===== src/design/olpd_pkg.sv =====
// Shared types, codes and sizes for the ordered list block.
`timescale 1ns / 1ps
`default_nettype none
package olpd_pkg;

   localparam int CAPACITY = 16;
   localparam int IDX_W    = (CAPACITY > 1) ? $clog2(CAPACITY) : 1;
   localparam int LEN_W    = $clog2(CAPACITY + 1);
   localparam int ACTION_W = 3;
   localparam int VALUE_W  = 32;
   localparam int POS_W    = 8;
   localparam int STATUS_W = 2;
   localparam int LENGTH_W = 5;
   localparam int CMP_W    = (LEN_W > POS_W) ? LEN_W : POS_W;

   localparam int QDEPTH   = 2;
   localparam int QPTR_W   = $clog2(QDEPTH);
   localparam int QCNT_W   = $clog2(QDEPTH + 1);

   localparam logic [ACTION_W-1:0] ACT_APPEND    = 3'd0;
   localparam logic [ACTION_W-1:0] ACT_READ      = 3'd1;
   localparam logic [ACTION_W-1:0] ACT_RM_FIRST  = 3'd2;
   localparam logic [ACTION_W-1:0] ACT_RM_LAST   = 3'd3;
   localparam logic [ACTION_W-1:0] ACT_RM_POS    = 3'd4;

   localparam logic [STATUS_W-1:0] STATUS_DONE  = 2'd0;
   localparam logic [STATUS_W-1:0] STATUS_EMPTY = 2'd1;
   localparam logic [STATUS_W-1:0] STATUS_FULL  = 2'd2;
   localparam logic [STATUS_W-1:0] STATUS_READ  = 2'd3;

   typedef enum logic [2:0] {
      OP_APPEND,
      OP_READ,
      OP_RM_LAST,
      OP_RM_POS,
      OP_NOP
   } op_type;

   // One classified request as it travels from the front to the back.
   typedef struct packed {
      op_type                     op;
      logic signed [VALUE_W-1:0]  value;
      logic [POS_W-1:0]           idx;
   } cmd_type;

endpackage
`default_nettype wire


===== src/design/olpd_front.sv =====
// Front end: accepts requests and turns them into classified commands.
`timescale 1ns / 1ps
`default_nettype none
module olpd_front import olpd_pkg::*; (
   input  wire logic                      req_valid,
   output logic                           req_ready,
   input  wire logic [ACTION_W-1:0]       req_action,
   input  wire logic signed [VALUE_W-1:0] req_value,
   input  wire logic [POS_W-1:0]          req_position,
   output logic                           push_valid,
   input  wire logic                      push_ready,
   output cmd_type                        push_cmd
);

   always_comb begin
      push_cmd.value = req_value;
      push_cmd.idx   = '0;
      case (req_action)
         ACT_APPEND:   push_cmd.op = OP_APPEND;
         ACT_READ:     push_cmd.op = OP_READ;
         ACT_RM_FIRST: push_cmd.op = OP_RM_POS;
         ACT_RM_LAST:  push_cmd.op = OP_RM_LAST;
         ACT_RM_POS: begin
            push_cmd.op = OP_RM_POS;
            // convert to a 0-based index; positions 0 and 1 both mean the head
            if (req_position > POS_W'(1)) begin
               push_cmd.idx = req_position - POS_W'(1);
            end
         end
         default:      push_cmd.op = OP_NOP;
      endcase
   end

   assign push_valid = req_valid;
   assign req_ready  = push_ready;

endmodule
`default_nettype wire


===== src/design/olpd_queue.sv =====
// Short command queue between the front end and the back end.
`timescale 1ns / 1ps
`default_nettype none
module olpd_queue import olpd_pkg::*; (
   input  wire logic    clock,
   input  wire logic    reset,
   input  wire logic    in_valid,
   output logic         in_ready,
   input  wire cmd_type in_cmd,
   output logic         out_valid,
   input  wire logic    out_ready,
   output cmd_type      out_cmd
);

   cmd_type             entry_ff [QDEPTH];
   logic [QPTR_W-1:0]   wr_ptr_ff;
   logic [QPTR_W-1:0]   rd_ptr_ff;
   logic [QCNT_W-1:0]   count_ff;
   logic                push;
   logic                pop;

   assign in_ready  = (count_ff != QCNT_W'(QDEPTH));
   assign out_valid = (count_ff != '0);
   assign out_cmd   = entry_ff[rd_ptr_ff];
   assign push      = in_valid && in_ready;
   assign pop       = out_valid && out_ready;

   always_ff @(posedge clock) begin
      if (push) begin
         entry_ff[wr_ptr_ff] <= in_cmd;
      end
   end

   always_ff @(posedge clock) begin
      if (reset) begin
         wr_ptr_ff <= '0;
         rd_ptr_ff <= '0;
         count_ff  <= '0;
      end else begin
         if (push) begin
            wr_ptr_ff <= (wr_ptr_ff == QPTR_W'(QDEPTH - 1)) ? '0 : wr_ptr_ff + QPTR_W'(1);
         end
         if (pop) begin
            rd_ptr_ff <= (rd_ptr_ff == QPTR_W'(QDEPTH - 1)) ? '0 : rd_ptr_ff + QPTR_W'(1);
         end
         if (push && !pop) begin
            count_ff <= count_ff + QCNT_W'(1);
         end else if (pop && !push) begin
            count_ff <= count_ff - QCNT_W'(1);
         end
      end
   end

endmodule
`default_nettype wire


===== src/design/olpd_back.sv =====
// Back end: holds the list, runs removals and read-out, drives the results.
`timescale 1ns / 1ps
`default_nettype none
module olpd_back import olpd_pkg::*; (
   input  wire logic                clock,
   input  wire logic                reset,
   input  wire logic                cmd_valid,
   output logic                     cmd_ready,
   input  wire cmd_type             cmd,
   output logic                     rsp_valid,
   input  wire logic                rsp_ready,
   output logic signed [VALUE_W-1:0] rsp_element,
   output logic [STATUS_W-1:0]      rsp_status,
   output logic [LENGTH_W-1:0]      rsp_length,
   output logic                     rsp_last
);

   typedef enum logic [1:0] {
      S_IDLE,
      S_SHIFT,
      S_FINISH,
      S_READ
   } state_type;

   state_type                 state_ff;
   logic [LEN_W-1:0]          fill_ff;
   logic [IDX_W-1:0]          ptr_ff;
   logic                      rsp_valid_ff;
   logic signed [VALUE_W-1:0] rsp_element_ff;
   logic [STATUS_W-1:0]       rsp_status_ff;
   logic [LENGTH_W-1:0]       rsp_length_ff;
   logic                      rsp_last_ff;

   logic [VALUE_W-1:0]        slots_ff [CAPACITY];

   logic                      out_free;
   logic [LEN_W-1:0]          fill_m1;
   logic [IDX_W-1:0]          ptr_next;
   logic [IDX_W-1:0]          rd_addr;
   logic [VALUE_W-1:0]        rd_data;
   logic                      wr_en;
   logic [IDX_W-1:0]          wr_addr;
   logic [VALUE_W-1:0]        wr_data;
   logic                      shift_more;
   logic                      read_final;
   logic [IDX_W-1:0]          rm_idx;

   assign out_free  = !rsp_valid_ff || rsp_ready;
   assign cmd_ready = (state_ff == S_IDLE) && out_free;
   assign fill_m1   = fill_ff - LEN_W'(1);
   assign ptr_next  = ptr_ff + IDX_W'(1);

   assign shift_more = (LEN_W'(ptr_ff) + LEN_W'(1)) < fill_ff;
   assign read_final = (LEN_W'(ptr_ff) + LEN_W'(1)) == fill_ff;
   // clamp a position past the tail to the last element
   assign rm_idx = (CMP_W'(cmd.idx) >= CMP_W'(fill_m1)) ? fill_m1[IDX_W-1:0]
                                                        : cmd.idx[IDX_W-1:0];

   // single read port: the shift pulls the next entry, read-out the current one
   assign rd_addr = (state_ff == S_SHIFT) ? ptr_next : ptr_ff;
   assign rd_data = slots_ff[rd_addr];

   always_comb begin
      wr_en   = 1'b0;
      wr_addr = ptr_ff;
      wr_data = rd_data;
      if (state_ff == S_SHIFT) begin
         wr_en = shift_more;
      end else if (cmd_valid && cmd_ready && cmd.op == OP_APPEND
                   && fill_ff < LEN_W'(CAPACITY)) begin
         wr_en   = 1'b1;
         wr_addr = fill_ff[IDX_W-1:0];
         wr_data = cmd.value;
      end
   end

   always_ff @(posedge clock) begin
      if (wr_en) begin
         slots_ff[wr_addr] <= wr_data;
      end
   end

   always_ff @(posedge clock) begin
      if (reset) begin
         state_ff     <= S_IDLE;
         fill_ff      <= '0;
         ptr_ff       <= '0;
         rsp_valid_ff <= 1'b0;
      end else begin
         if (rsp_ready) begin
            rsp_valid_ff <= 1'b0;
         end
         case (state_ff)
            S_IDLE: begin
               if (cmd_valid && cmd_ready) begin
                  rsp_valid_ff   <= 1'b1;
                  rsp_element_ff <= '0;
                  rsp_status_ff  <= STATUS_DONE;
                  rsp_length_ff  <= LENGTH_W'(fill_ff);
                  rsp_last_ff    <= 1'b1;
                  if (cmd.op == OP_APPEND) begin
                     if (fill_ff >= LEN_W'(CAPACITY)) begin
                        rsp_status_ff <= STATUS_FULL;
                     end else begin
                        fill_ff       <= fill_ff + LEN_W'(1);
                        rsp_length_ff <= LENGTH_W'(fill_ff + LEN_W'(1));
                     end
                  end else if (cmd.op == OP_NOP) begin
                     rsp_status_ff <= STATUS_DONE;
                  end else if (fill_ff == '0) begin
                     rsp_status_ff <= STATUS_EMPTY;
                  end else begin
                     case (cmd.op)
                        OP_READ: begin
                           rsp_valid_ff <= 1'b0;
                           ptr_ff       <= '0;
                           state_ff     <= S_READ;
                        end
                        OP_RM_LAST: begin
                           fill_ff       <= fill_m1;
                           rsp_length_ff <= LENGTH_W'(fill_m1);
                        end
                        OP_RM_POS: begin
                           rsp_valid_ff <= 1'b0;
                           ptr_ff       <= rm_idx;
                           state_ff     <= S_SHIFT;
                        end
                        default: begin
                           rsp_status_ff <= STATUS_DONE;
                        end
                     endcase
                  end
               end
            end
            S_SHIFT: begin
               // advance one entry per cycle toward the tail
               if (shift_more) begin
                  ptr_ff <= ptr_next;
               end else begin
                  fill_ff  <= fill_m1;
                  state_ff <= S_FINISH;
               end
            end
            S_FINISH: begin
               if (out_free) begin
                  rsp_valid_ff   <= 1'b1;
                  rsp_element_ff <= '0;
                  rsp_status_ff  <= STATUS_DONE;
                  rsp_length_ff  <= LENGTH_W'(fill_ff);
                  rsp_last_ff    <= 1'b1;
                  state_ff       <= S_IDLE;
               end
            end
            S_READ: begin
               if (out_free) begin
                  rsp_valid_ff   <= 1'b1;
                  rsp_element_ff <= rd_data;
                  rsp_status_ff  <= STATUS_READ;
                  rsp_length_ff  <= LENGTH_W'(fill_ff);
                  rsp_last_ff    <= read_final;
                  if (read_final) begin
                     state_ff <= S_IDLE;
                  end else begin
                     ptr_ff <= ptr_next;
                  end
               end
            end
            default: begin
               state_ff <= S_IDLE;
            end
         endcase
      end
   end

   assign rsp_valid   = rsp_valid_ff;
   assign rsp_element = rsp_element_ff;
   assign rsp_status  = rsp_status_ff;
   assign rsp_length  = rsp_length_ff;
   assign rsp_last    = rsp_last_ff;

endmodule
`default_nettype wire


===== src/design/ordered_list_with_positional_delete.sv =====
// Top level of the ordered list with positional delete.
`timescale 1ns / 1ps
`default_nettype none
// Ordered list of up to CAPACITY (16) signed 32-bit values. Each request
// transfer carries an action: append, read out all, remove first, remove last
// or remove at a 1-based position (clamped to the list). Requests enter a
// two-entry command queue, so the request side can still take up to two
// requests while a result waits on the response side. The back end executes
// one command at a time: append, remove last, unused codes and any action on
// an empty list are handled directly from idle; a positional removal first
// runs the shift that moves one entry per cycle through the single storage
// port; read-out gives one response transfer per stored value, with last
// marking the final one. Every other action gives one response.
module ordered_list_with_positional_delete import olpd_pkg::*; (
   input  wire logic                      clock,
   input  wire logic                      reset,
   input  wire logic                      req_valid,
   output logic                           req_ready,
   input  wire logic [ACTION_W-1:0]       req_action,
   input  wire logic signed [VALUE_W-1:0] req_value,
   input  wire logic [POS_W-1:0]          req_position,
   output logic                           rsp_valid,
   input  wire logic                      rsp_ready,
   output logic signed [VALUE_W-1:0]      rsp_element,
   output logic [STATUS_W-1:0]            rsp_status,
   output logic [LENGTH_W-1:0]            rsp_length,
   output logic                           rsp_last
);

   logic    push_valid;
   logic    push_ready;
   cmd_type push_cmd;
   logic    cmd_valid;
   logic    cmd_ready;
   cmd_type cmd;

   olpd_front u_front (
      .req_valid    (req_valid),
      .req_ready    (req_ready),
      .req_action   (req_action),
      .req_value    (req_value),
      .req_position (req_position),
      .push_valid   (push_valid),
      .push_ready   (push_ready),
      .push_cmd     (push_cmd)
   );

   olpd_queue u_queue (
      .clock     (clock),
      .reset     (reset),
      .in_valid  (push_valid),
      .in_ready  (push_ready),
      .in_cmd    (push_cmd),
      .out_valid (cmd_valid),
      .out_ready (cmd_ready),
      .out_cmd   (cmd)
   );

   olpd_back u_back (
      .clock       (clock),
      .reset       (reset),
      .cmd_valid   (cmd_valid),
      .cmd_ready   (cmd_ready),
      .cmd         (cmd),
      .rsp_valid   (rsp_valid),
      .rsp_ready   (rsp_ready),
      .rsp_element (rsp_element),
      .rsp_status  (rsp_status),
      .rsp_length  (rsp_length),
      .rsp_last    (rsp_last)
   );

endmodule
`default_nettype wire

===== config.mk =====
export PLATFORM = sky130hd
export DESIGN_NAME = ordered_list_with_positional_delete
export DESIGN_NICKNAME = d
export VERILOG_FILES = /design/src/design/olpd_pkg.sv /design/src/design/olpd_front.sv /design/src/design/olpd_queue.sv /design/src/design/olpd_back.sv /design/src/design/ordered_list_with_positional_delete.sv
export SDC_FILE = /design/constraint.sdc
export NUM_CORES = 1
export LEC_CHECK = 0
export BUFFER_PORTS_ARGS = -buffer_cell sky130_fd_sc_hd__buf_2
export CAP_MARGIN = 20
export CORE_ASPECT_RATIO = 0.8
export CORE_UTILIZATION = 42
export CTS_BUF_LIST = sky130_fd_sc_hd__clkbuf_8
export DETAILED_ROUTE_END_ITERATION = 8
export PLACE_DENSITY = 0.58
export SYNTH_ARGS = -nofsm -noshare
export SYNTH_HDL_FRONTEND = slang
export SYNTH_SLANG_ARGS = --single-unit

===== constraint.sdc =====
create_clock -name clock -period 8.6 [get_ports clock]
set_input_delay 1.72 -clock clock [delete_from_list [all_inputs] [get_ports clock]]
set_output_delay 1.72 -clock clock [all_outputs]
set_load 0.02 [all_outputs]

==> results of run 1 <==
## how the worst max path moves through the flow
stage / depth (start not counted) / slack (ps) / end / startpoint
finish: 9 / 3880 / u_back.slots_ff[6][12]$_DFFE_PP_ / u_back.state_ff[0]$_SDFFE_PP0P_
global route: 9 / 3560 / u_back.slots_ff[6][12]$_DFFE_PP_ / u_back.state_ff[0]$_SDFFE_PP0P_
CTS: 9 / 3970 / u_back.slots_ff[6][12]$_DFFE_PP_ / u_back.state_ff[0]$_SDFFE_PP0P_
detailed placement: 9 / 3350 / u_back.slots_ff[11][31]$_DFFE_PP_ / rsp_ready
global placement: 9 / 3470 / u_back.slots_ff[10][31]$_DFFE_PP_ / rsp_ready
floorplan: 2 / 3760 / u_back.rsp_element[0]$_SDFFCE_PN0P_ / reset
## logic make-up (layout without fill, tap and decap cells)
family / Yosys count / count (layout) / share of synthesized area (%)
fa+ha+maj: 16 / 16 / 0.686
xor+xnor: 21 / 21 / 0.682
mux: 45 / 45 / 1.59
compound gates: 465 / 465 / 11.8
buf+inv: 194 / 362 / 2.91
simple gates: 997 / 997 / 15.5
flops: 655 / 655 / 66.8
## layout make-up
cell class | instances | share of cell area [%]
Inverter | 16 | 0.184
Sequential cell | 655 | 59.9
Clock buffer | 105 | 4.44
Tap cell | 924 | 3.55
Timing Repair Buffer | 161 | 3.19
Clock inverter | 80 | 1.15
Multi-Input combinational cell | 1544 | 27.6
## cells in the final DEF (no fill, tap or decap), types with 3 or more instances in the layout
master      count
clkbuf_8      105
mux2i_1        36
mux2_2          7
clkinv_1       34
nand2b_1      133
a22o_1          3
clkinv_2       16
nor2_4          4
a21oi_1       144
clkinvlp_4      3
buf_4          69
nor2_1         32
nand2_1       538
buf_2          88
a211o_1         3
dfxtp_1        15
a311o_1        31
or3_1           5
ha_1           16
edfxtp_1      638
a211oi_1       36
a31oi_1         7
nand3_1       172
nor2b_1         5
nor3_1         72
a21o_1          3
o21a_1          4
and2_2          9
xnor2_1        11
xor2_1          6
inv_1          38
o21ai_0        13
buf_12          4
nor2b_4         6
a311oi_1      192
and3_1          4
## per-stage QoR
| stage | std cells | power [W] | instance area [sq um] |
|---|---|---|---|
| finish | 3485 | 0.00888 | 32600 |
| global route | 3485 | 0.00930 | 32600 |
| CTS | 3485 | 0.00894 | 32600 |
| detailed placement | 3300 | 0.00656 | 30800 |
| global placement | 3300 | 0.00649 | 30800 |
| floorplan | 2393 | 0.00576 | 29200 |
## flip-flops by register name, indices dropped and copies added, names as in the netlist, named ones only
name	count
u_back.fill_ff	5
u_back.ptr_ff	4
u_back.rsp_element	32
u_back.rsp_last	1
u_back.rsp_length	5
u_back.rsp_status	2
u_back.rsp_valid	1
u_back.slots_ff	512
u_back.state_ff	2
u_queue.count_ff	2
u_queue.entry_ff	86
u_queue.rd_ptr_ff	1
u_queue.wr_ptr_ff	1
## metal layers
layer / GRT usage (%) / up-vias / wire, um
li1: - / 9271 / -
met2: 34.4 / 782 / 35600
met3: 3.87 / 163 / 5410
met5: 0 / - / 0
met4: 7.07 / 0 / 1980
met1: 30.8 / 9962 / 34800
## worst max-delay path, stage by stage, from the launching register on
cell      delay (ps)
dfxtp_1          650
nor2b_4          640
buf_4            480
xnor2_4          180
buf_4            760
nand2_1          200
a311oi_1         300
a311oi_1         100
a211oi_1         910
buf_4            290
## where the power goes
group | internal (W) | leakage [nW] | total [W] | switching (W)
clock | 0.00117 | 1.03 | 0.00239 | 0.00122
sequential | 0.00411 | 5.93 | 0.00422 | 0.000109
combinational | 0.000727 | 3.73 | 0.00227 | 0.00155
total | 0.00601 | 10.7 | 0.00888 | 0.00288
==> summary.txt, run 1 <==
Floorplanning
  • # IOs: 89
  • Die Span X: 297 um
  • Core area: 0.0688 sq mm
  • Starting density of the core: 42.5%
  • Die Y: 238 um
  • Die area: 0.0706 sq mm
  • Rows: 86

Cells and area
  • Ant. Diodes: 0
  • Final Core Density: 47.4%
  • Fillers: 6090
  • Share of cells above drive strength 1: 13.1%
  • Area of the multi-input gates: 0.00900 sq mm
  • Register area: 0.0195 sq mm
  • Area grow syn2layout: 11.6%
  • Nets: 2545

Placement
  • Routability congestion estimate: 0.850
  • Detailed placer's ending HPWL: 41200 um
  • Post-place setup slack: 3350 ps
  • Port Buffers: 88

Drt
  • Routed Wire Length: 77800 um
  • Number of DRC markers in iteration 0: 1739
  • DRC viols: 0
  • Antenna viol nets, final: 0
  • Vias per cell: 5.79
  • TritonRoute pass-1 iters: 6
  • WL/cell: 22.3 um
  • Routed via count: 20.2k

Power
  • P_leak: 10.7 nW
  • Peak supply drop: 0.206 mV
  • Pwr Density: 273 mW/mm^2

Setup path
  • Arrival time worst endpoint: 5300 ps
  • Worst-path maximum fanout: 78
  • Worst Setup Start Kind: flop
  • Reg-to-reg slack, setup: 3880 ps
  • WS Path Type: reg -> reg
  • Setup crit end kind: flop
  • Worst reg2reg endpoint: u_back.slots_ff[6][12]$_DFFE_PP_
  • Reg2Reg Depth: 9
  • Critical Path RT: 9180 ps
  • Worst R2R Start: u_back.state_ff[0]$_SDFFE_PP0P_

Clocking
  • Post-CTS Hold Fix Bufs: 0
  • CTS tree: built
  • Root Driver: clkbuf_8
  • Post-CTS setup buffer count: 0
  • CTS resizes: 0
  • Clock buffer depth: 3
  • Inserted Clock Buffers: 104
  • CTS clk-pin slew, worst paths: 60 ps
  • Clk sink count: 655
  • Worst-skew pair later-pin latency: 730 ps
  • H-tree depth: 3

STA
  • Final worst setup slack: 3880 ps
  • Fin Setup TNS: 0 ps
  • Final Slew Violations: 0
  • Hold_ws: 524 ps
  • Final setup fails: 0
  • RSZ-0062 raised after global routing: false
  • FMAX: 0.212 GHz
  • Least-Margin Pin Slew: 1080 ps
  • Setup Skew: 41.0 ps
  • Final hold violation count: 0
  • Slew Limit Headroom: 28.1%
  • Final min period: 4720 ps
  • Tcrit/Tclk final: 54.8%

Logic synthesis
  • Most frequent cell after synthesis: edfxtp_1
  • Yosys warnings: 0
  • Mean Syn Cell Area: 12.2 sq um
  • Mapped cell area: 0.0292 sq mm
  • Most used DFF post-synth: edfxtp_1
  • Synth cell count leaders: edfxtp_1, nand2_1, a311oi_1
  • Unique masters post-synth: 69
  • Post-synth net total: 2456
  • Post-synth top area cell: edfxtp_1
  • Sequential fraction of the synthesis area: 66.8%
  • Top post-synthesis cells by area: edfxtp_1, nand2_1, a311oi_1
  • Syn Inst Count: 2393
  • Post-synth ARST share: 0%
  • Register bit total from synthesis: 655
  • Share of the synthesized area in the top cell type: 65.6%
  • Number of flops mapped to enable cells by yosys: 638

Min path
  • Hold path start: u_queue.rd_ptr_ff$_SDFFE_PP0N_
  • Hold path cells: 2
  • Hold endpoint: u_queue.rd_ptr_ff$_SDFFE_PP0N_
  • Worst min path class: reg -> reg

Global route
  • Total gr overflow: 0
  • Pin count of the biggest net entering global routing: 167
  • Overall Global Routing Usage: 21.9%
  • Global-route wire length before repair: 117000 um
  • Number of global-route vias before repair: 19.3k
  • Antenna violations before repair: 1

Run
  • Count of maximum capacitance violations: 0

Status
  • Status: finished, final reports clean
Note: power is estimated with default switching activity, not from simulation.
==> run 2: changes to the inputs <==
PLACE_DENSITY = 0.6   (was 0.58)
clock period = 4.09 ns   (was 8.6 ns; I/O delays follow)
==> run 2 against run 1 <==
- first-iteration DRC count grew 4.0%
- sequential power grew 110%
- worst setup slack lost 3400 ps
- sequential share of layout area shrank 1.0 points
- count of clock-buffer cells in the layout grew 1
- clock power grew 110%
- final cell count grew 1.2%
- routed wire length grew 3.2%
- critical path type unchanged
==> summary.txt, run 2 (synthesis gave the netlist of run 1 again) <==
Drt
  • Routed via count: 20.5k (was 20.2k)
  • Routed Wire Length: 80300 um (was 77800 um)
  • Antenna viol nets, final: 0 (unchanged)
  • Number of DRC markers in iteration 0: 1808 (was 1739)
  • TritonRoute pass-1 iters: 6 (unchanged)
  • Vias per cell: 5.81 (was 5.79)
  • DRC viols: 0 (unchanged)
  • WL/cell: 22.8 um (was 22.3 um)

Cells and area
  • Commonest non-fill, non-tap cell in the layout: edfxtp_1 (unchanged)
  • Max reg flops: 512 (unchanged)
  • Share of cells above drive strength 1: 14.1% (was 13.1%)
  • Cell Count, Final, Fillers Out: 3527 (was 3485)
  • Area grow syn2layout: 13.6% (was 11.6%)
  • Fillers: 6058 (was 6090)
  • Reg with most FFs: u_back.slots_ff (unchanged)
  • Area of the multi-input gates: 0.00899 sq mm (was 0.00900 sq mm)
  • Ant. Diodes: 0 (unchanged)
  • Register area: 0.0195 sq mm (unchanged)
  • Nets: 2585 (was 2545)
  • Most frequent cells in the layout: edfxtp_1, nand2_1, a311oi_1, nand3_1, a21oi_1 (unchanged)

Global route
  • Overall Global Routing Usage: 22.4% (was 21.9%)
  • Global-route wire length before repair: 120000 um (was 117000 um)
  • Pin count of the biggest net entering global routing: 205 (was 167)
  • Number of global-route vias before repair: 19.9k (was 19.3k)
  • Antenna violations before repair: 0 (was 1)
  • Total gr overflow: 0 (unchanged)

Clocking
  • CTS resizes: 0 (unchanged)
  • Post-CTS Hold Fix Bufs: 0 (unchanged)
  • H-tree depth: 3 (unchanged)
  • Clock buffer depth: 3 (unchanged)
  • Inserted Clock Buffers: 103 (was 104)
  • CTS clk-pin slew, worst paths: 60 ps (about the same)
  • CTS tree: built (unchanged)
  • Post-CTS setup buffer count: 0 (unchanged)
  • Root Driver: clkbuf_8 (unchanged)
  • Clk sink count: 655 (unchanged)
  • Worst-skew pair later-pin latency: 720 ps (was 730 ps)

Setup path
  • Critical Path RT: 4420 ps (was 9180 ps)
  • WS Path Type: reg -> reg (unchanged)
  • Worst Setup Start Kind: flop (unchanged)
  • Worst-path maximum fanout: 32 (was 78)
  • Setup crit end kind: flop (unchanged)
  • Arrival time worst endpoint: 3900 ps (was 5300 ps)

STA
  • RSZ-0062 raised after global routing: false (unchanged)
  • FMAX: 0.280 GHz (was 0.212 GHz)
  • Slew Limit Headroom: 35.1% (was 28.1%)
  • Final worst setup slack: 516 ps (was 3880 ps)
  • Final setup fails: 0 (unchanged)
  • Least-Margin Pin Slew: 974 ps (was 1080 ps)
  • Tcrit/Tclk final: 87.4% (was 54.8%)
  • Setup Skew: 34.4 ps (was 41.0 ps)
  • Final hold violation count: 0 (unchanged)
  • Final Slew Violations: 0 (unchanged)
  • Fin Setup TNS: 0 ps (unchanged)
  • Final min period: 3570 ps (was 4720 ps)

Floorplanning
  • Die Span X: 297 um (unchanged)
  • Rows: 86 (unchanged)
  • Die area: 0.0706 sq mm (unchanged)
  • Die Y: 238 um (unchanged)
  • Starting density of the core: 42.5% (unchanged)
  • # IOs: 89 (unchanged)
  • Core area: 0.0688 sq mm (unchanged)

Placement
  • Placed insts: 3341 (was 3300)
  • Detailed placer's ending HPWL: 45400 um (was 41200 um)
  • Routability congestion estimate: 0.819 (was 0.850)
  • Post-place setup slack: 424 ps (was 3350 ps)
  • Port Buffers: 88 (unchanged)

Power
  • P_leak: 11.0 nW (was 10.7 nW)
  • Pwr Density: 574 mW/mm^2 (was 273 mW/mm^2)
  • Peak supply drop: 0.325 mV (was 0.206 mV)

Run
  • Count of maximum capacitance violations: 0 (unchanged)

Min path
  • Worst min path class: in -> reg (was reg -> reg)

Status
  • Status: finished, final reports clean (unchanged)
## run 2: changes by cell type in the layout (fill, tap and decap cells not counted)
cell and delta:
clkinvlp_4 -2, clkinv_8 +1, buf_4 +20, clkinv_2 -6
inv_6 -2, clkbuf_8 +1, inv_8 +1, a41o_1 +1
inv_1 +15, buf_12 +21, a41o_2 -1, clkinv_1 -7
## run 2: routing by layer
metal,GRT usage (%),wire length [um],part of all wire (%),vias to the layer above
met5,0,0,0,-
met4,7.63,2110,2.6,0
met3,3.75,5720,7.1,170
met2,34.8,36400,45,824
met1,31.9,36100,45,10100
li1,-,-,-,9363
## run 2: cell type report
class                   count  area share (%)
clock inverters            80            1.12
multi-input cells        1544            27.1
inverters                  16           0.181
repair buffers            202            4.85
flip-flops and latches    655            58.8
well taps                 924            3.49
clock buffers             106            4.40
## run 2: worst max-delay path, cell delays in order (launching register included)
cell and delay (ps):
dfxtp_1 480, nand3_1 260, xnor2_1 190, ha_1 300
a21o_1 190, a21oi_1 270, nand3_1 230, nor2_1 190
a32oi_1 260, nor2_4 200, buf_4 590
## run 2: path summary, 6_finish.rpt
path         depth (start not counted)                           start                                end  slack, ps
max                                 10   u_back.ptr_ff[1]$_SDFFE_PP0P_   u_back.slots_ff[8][19]$_DFFE_PP_        520
min                                  1                    req_value[3]  u_queue.entry_ff[0][11]$_DFFE_PP_        290
max reg2reg                         10   u_back.ptr_ff[1]$_SDFFE_PP0P_   u_back.slots_ff[8][19]$_DFFE_PP_        520
min reg2reg                          2  u_queue.rd_ptr_ff$_SDFFE_PP0N_                               flop        520
## run 2: stage by stage
stage	instance area (sq um)	util (%)	hold WS (ps)	power, W
floorplan	29200	-	472	0.0121
global placement	31300	45.6	485	0.0139
detailed placement	31300	45.6	506	0.0141
CTS	33200	48.2	226	0.0192
global route	33200	48.2	247	0.0199
finish	33200	48.2	292	0.0190
## run 2: power breakdown
group,switching (W),internal [W]
logic,0.00346,0.00172
registers,0.000154,0.00865
clock network,0.00259,0.00247
==> run 3: changes to the inputs <==
ABC_AREA = 1   (was unset)
BUFFER_PORTS_ARGS = unset   (was -buffer_cell sky130_fd_sc_hd__buf_2)
DONT_BUFFER_PORTS = 1   (was unset)
PLACE_DENSITY = 0.59   (was 0.6)
==> run 3 against run 2 <==
- non-clock buffer count fell by 139
- largest power group is now combinational cells
- largest cell class unchanged
- maximum frequency is 0.84% higher
- clock skew down 6.4 ps
- sequential cell count did not move
- sequential share of layout area increased by 0.95 points
- routed wire length is 1.3% lower
- core utilization shrank 1.0 points
- critical endpoint is now u_back.slots_ff[4][8]$_DFFE_PP_
- synthesized cell count up 21%
==> summary.txt, run 3 <==
Logic synthesis
  • Post-synth net total: 2966 (was 2456)
  • Mean Syn Cell Area: 10.1 sq um (was 12.2 sq um)
  • Unique masters post-synth: 40 (was 69)
  • Register bit total from synthesis: 655 (unchanged)
  • Most used DFF post-synth: edfxtp_1 (unchanged)
  • Share of the synthesized area in the top cell type: 65.1% (was 65.6%)
  • Number of flops mapped to enable cells by yosys: 638 (unchanged)
  • Post-synth top area cell: edfxtp_1 (unchanged)
  • Top post-synthesis cells by area: edfxtp_1, nand3_1, nand2_1 (was edfxtp_1, nand2_1, a311oi_1)
  • Mapped cell area: 0.0294 sq mm (was 0.0292 sq mm)
  • Post-synth ARST share: 0% (unchanged)
  • Yosys warnings: 0 (unchanged)
  • Synth cell count leaders: nand2_1, nand3_1, edfxtp_1 (was edfxtp_1, nand2_1, a311oi_1)
  • Syn Inst Count: 2903 (was 2393)
  • Most frequent cell after synthesis: nand2_1 (was edfxtp_1)
  • Sequential fraction of the synthesis area: 66.3% (was 66.8%)

Global route
  • Pin count of the biggest net entering global routing: 129 (was 205)
  • Global-route wire length before repair: 121000 um (was 120000 um)
  • Overall Global Routing Usage: 22.4% (about the same)
  • Antenna violations before repair: 0 (unchanged)
  • Number of global-route vias before repair: 19.9k (about the same)
  • Total gr overflow: 0 (unchanged)

Clocking
  • Worst-skew pair later-pin latency: 720 ps (about the same)
  • Clk sink count: 655 (unchanged)
  • H-tree depth: 3 (unchanged)
  • CTS resizes: 0 (unchanged)
  • Root Driver: clkbuf_8 (unchanged)
  • Post-CTS Hold Fix Bufs: 0 (unchanged)
  • CTS tree: built (unchanged)
  • Post-CTS setup buffer count: 0 (unchanged)
  • CTS clk-pin slew, worst paths: 60 ps (about the same)
  • Clock buffer depth: 3 (unchanged)
  • Inserted Clock Buffers: 103 (unchanged)

Setup path
  • Worst R2R Start: u_back.state_ff[1]$_SDFFE_PP0P_ (was u_back.ptr_ff[1]$_SDFFE_PP0P_)
  • Setup crit end kind: flop (unchanged)
  • Reg-to-reg slack, setup: 550 ps (was 520 ps)
  • Slowest CP cell: dfxtp_1 (was buf_4)
  • WS Path Type: reg -> reg (unchanged)
  • Critical Path Max Stage Delay: 660 ps (was 590 ps)
  • Worst reg2reg endpoint: u_back.slots_ff[4][8]$_DFFE_PP_ (was u_back.slots_ff[8][19]$_DFFE_PP_)
  • Worst Setup Start Kind: flop (unchanged)
  • Arrival time worst endpoint: 3850 ps (was 3900 ps)
  • Critical Path RT: 4400 ps (was 4420 ps)
  • CP Cell Sequence: inv_4 -> nand2_8 -> nand2_4 -> nand2_8 -> buf_12 -> nand2_1 -> nand3_1 -> nand3_1 -> nand3_1 -> nand2_1 -> nand2_1 -> nand2_1 (was nand3_1 -> xnor2_1 -> ha_1 -> a21o_1 -> a21oi_1 -> nand3_1 -> nor2_1 -> a32oi_1 -> nor2_4 -> buf_4)
  • CP dominant cell by count: nand2_1 (was nand3_1)
  • Reg2Reg Depth: 12 (was 10)
  • Worst-path maximum fanout: 79 (was 32)

STA
  • Setup Skew: 28.0 ps (was 34.4 ps)
  • Final Slew Violations: 0 (unchanged)
  • Final worst setup slack: 546 ps (was 516 ps)
  • Final setup fails: 0 (unchanged)
  • FMAX: 0.282 GHz (was 0.280 GHz)
  • Least-Margin Pin Slew: 827 ps (was 974 ps)
  • Fin Setup TNS: 0 ps (unchanged)
  • Final min period: 3540 ps (was 3570 ps)
  • Hold_ws: 175 ps (was 292 ps)
  • Tcrit/Tclk final: 86.6% (was 87.4%)
  • RSZ-0062 raised after global routing: false (unchanged)
  • Final hold violation count: 0 (unchanged)
  • Slew Limit Headroom: 44.5% (was 35.1%)

Cells and area
  • Final Core Density: 47.2% (was 48.2%)
  • Cell Count, Final, Fillers Out: 3932 (was 3527)
  • Max reg flops: 512 (unchanged)
  • Share of cells above drive strength 1: 7.95% (was 14.1%)
  • Nets: 2990 (was 2585)
  • Commonest non-fill, non-tap cell in the layout: nand2_1 (was edfxtp_1)
  • Most frequent cells in the layout: nand2_1, nand3_1, edfxtp_1, inv_1, clkbuf_8 (was edfxtp_1, nand2_1, a311oi_1, nand3_1, a21oi_1)
  • Reg with most FFs: u_back.slots_ff (unchanged)
  • Area grow syn2layout: 10.8% (was 13.6%)
  • Ant. Diodes: 0 (unchanged)

Placement
  • Detailed placer's ending HPWL: 44000 um (was 45400 um)
  • Post-place setup slack: 574 ps (was 424 ps)
  • Routability congestion estimate: 0.863 (was 0.819)
  • Port Buffers: 0 (was 88)
  • Placed insts: 3746 (was 3341)

Drt
  • Number of DRC markers in iteration 0: 2200 (was 1808)
  • Vias per cell: 5.20 (was 5.81)
  • WL/cell: 20.2 um (was 22.8 um)
  • Routed via count: 20.4k (was 20.5k)
  • TritonRoute pass-1 iters: 6 (unchanged)
  • Antenna viol nets, final: 0 (unchanged)
  • DRC viols: 0 (unchanged)
  • Routed Wire Length: 79300 um (was 80300 um)

Power
  • Clock power share: 17.6% (was 26.6%)
  • Pwr Density: 914 mW/mm^2 (was 574 mW/mm^2)
  • Switching Share: 43.2% (was 32.6%)
  • Internal: 0.0169 W (was 0.0128 W)
  • Register share of total power: 39.9% (was 46.2%)
  • Combinational power share: 42.5% (was 27.2%)
  • P_leak: 13.8 nW (was 11.0 nW)
  • NetSw: 0.0129 W (was 0.00621 W)
  • Peak supply drop: 1.03 mV (was 0.325 mV)

Floorplanning
  • Starting density of the core: 42.6% (was 42.5%)
  • Die area: 0.0711 sq mm (was 0.0706 sq mm)
  • Core area: 0.0691 sq mm (was 0.0688 sq mm)
  • Rows: 86 (unchanged)
  • Die Span X: 298 um (was 297 um)
  • # IOs: 89 (unchanged)
  • Die Y: 239 um (was 238 um)

Status
  • Status: finished, final reports clean (unchanged)

Run
  • Count of maximum capacitance violations: 0 (unchanged)

Min path
  • Hold path start: reset (was req_value[3])
  • Hold path cells: 1 (unchanged)
  • Worst min path class: in -> reg (unchanged)
[run 3: cell count changes in the layout (fill, tap and decap cells not counted), moves of 16 or more]
| cell | previous run | this run |
|---|---|---|
| a211oi_1 | 36 | 0 |
| buf_4 | 89 | 49 |
| buf_2 | 88 | 0 |
| nor2_1 | 32 | 49 |
| nor3_1 | 72 | 4 |
| mux2i_1 | 36 | 1 |
| a311oi_1 | 192 | 0 |
| a21oi_1 | 144 | 52 |
| nand2b_1 | 133 | 0 |
| inv_1 | 53 | 587 |
| nor2_4 | 4 | 20 |
| a311o_1 | 31 | 0 |
| nand2_1 | 538 | 683 |
| nand3_1 | 172 | 639 |
[run 3: critical path: cells and delay by family, from the launching register on]
| kind | cells | cell delay, ps |
|---|---|---|
| buf+inv | 2 | 580 |
| simple gates | 10 | 1810 |
| flops | 1 | 660 |
[run 3: power groups by stage]
| stage | Sequential (W) | Combinational, W | Clock, W |
|---|---|---|---|
| after floorplan | 0.0118 | 0.00830 | 0 |
| after global placement | 0.0120 | 0.0124 | 0 |
| after detailed placement | 0.0120 | 0.0125 | 0 |
| after CTS | 0.0119 | 0.0126 | 0.00533 |
| after global routing | 0.0119 | 0.0140 | 0.00563 |
| final | 0.0119 | 0.0127 | 0.00524 |
[run 3: how the worst max path moves through the flow]
stage,startpoint,endpoint,slack [ps],cells past startpoint
finish,u_back.state_ff[1]$_SDFFE_PP0P_,u_back.slots_ff[4][8]$_DFFE_PP_,550,12
global route,u_back.state_ff[1]$_SDFFE_PP0P_,u_back.slots_ff[5][8]$_DFFE_PP_,260,12
CTS,u_back.state_ff[1]$_SDFFE_PP0P_,u_back.slots_ff[4][8]$_DFFE_PP_,560,12
detailed placement,rsp_ready,u_back.slots_ff[11][8]$_DFFE_PP_,570,9
global placement,u_back.state_ff[1]$_SDFFE_PP0P_,u_back.slots_ff[7][8]$_DFFE_PP_,590,12
floorplan,rsp_ready,u_back.rsp_element[0]$_SDFFCE_PN0P_,130,4
[run 3: cell families (layout without fill, tap and decap cells)]
family	count (synthesis)	count (layout)	synth area share, %
fa+ha+maj	16	16	0.680
simple gates	1417	1417	21.2
xor+xnor	12	12	0.383
mux	1	1	0.0340
buf+inv	708	813	9.76
flops	655	655	66.3
compound gates	94	94	1.74
[run 3: cell type report]
| cell class | count | area, sq um |
|---|---|---|
| Fill cell | 6322 | 36500 |
| Sequential cell | 655 | 19500 |
| Clock inverter | 81 | 457 |
| Timing Repair Buffer | 63 | 648 |
| Tap cell | 924 | 1160 |
| Multi-Input combinational cell | 1540 | 7290 |
| Clock buffer | 105 | 1450 |
| Inverter | 564 | 2120 |
[run 3: routing by layer]
metal,track usage (%),up-vias,wire (um)
met5,0,-,0
met4,7.27,0,2220
met3,4.40,151,6370
met2,35.3,890,36500
met1,31.2,9815,34200
li1,-,9581,-
[run 3: metrics by stage]
stage | total power [W] | cell area (sq um)
6_report | 0.0298 | 32600
5_1_grt | 0.0315 | 32600
4_1_cts | 0.0298 | 32600
3_5_place_dp | 0.0246 | 30700
3_3_place_gp | 0.0244 | 30700
2_1_floorplan | 0.0201 | 29400
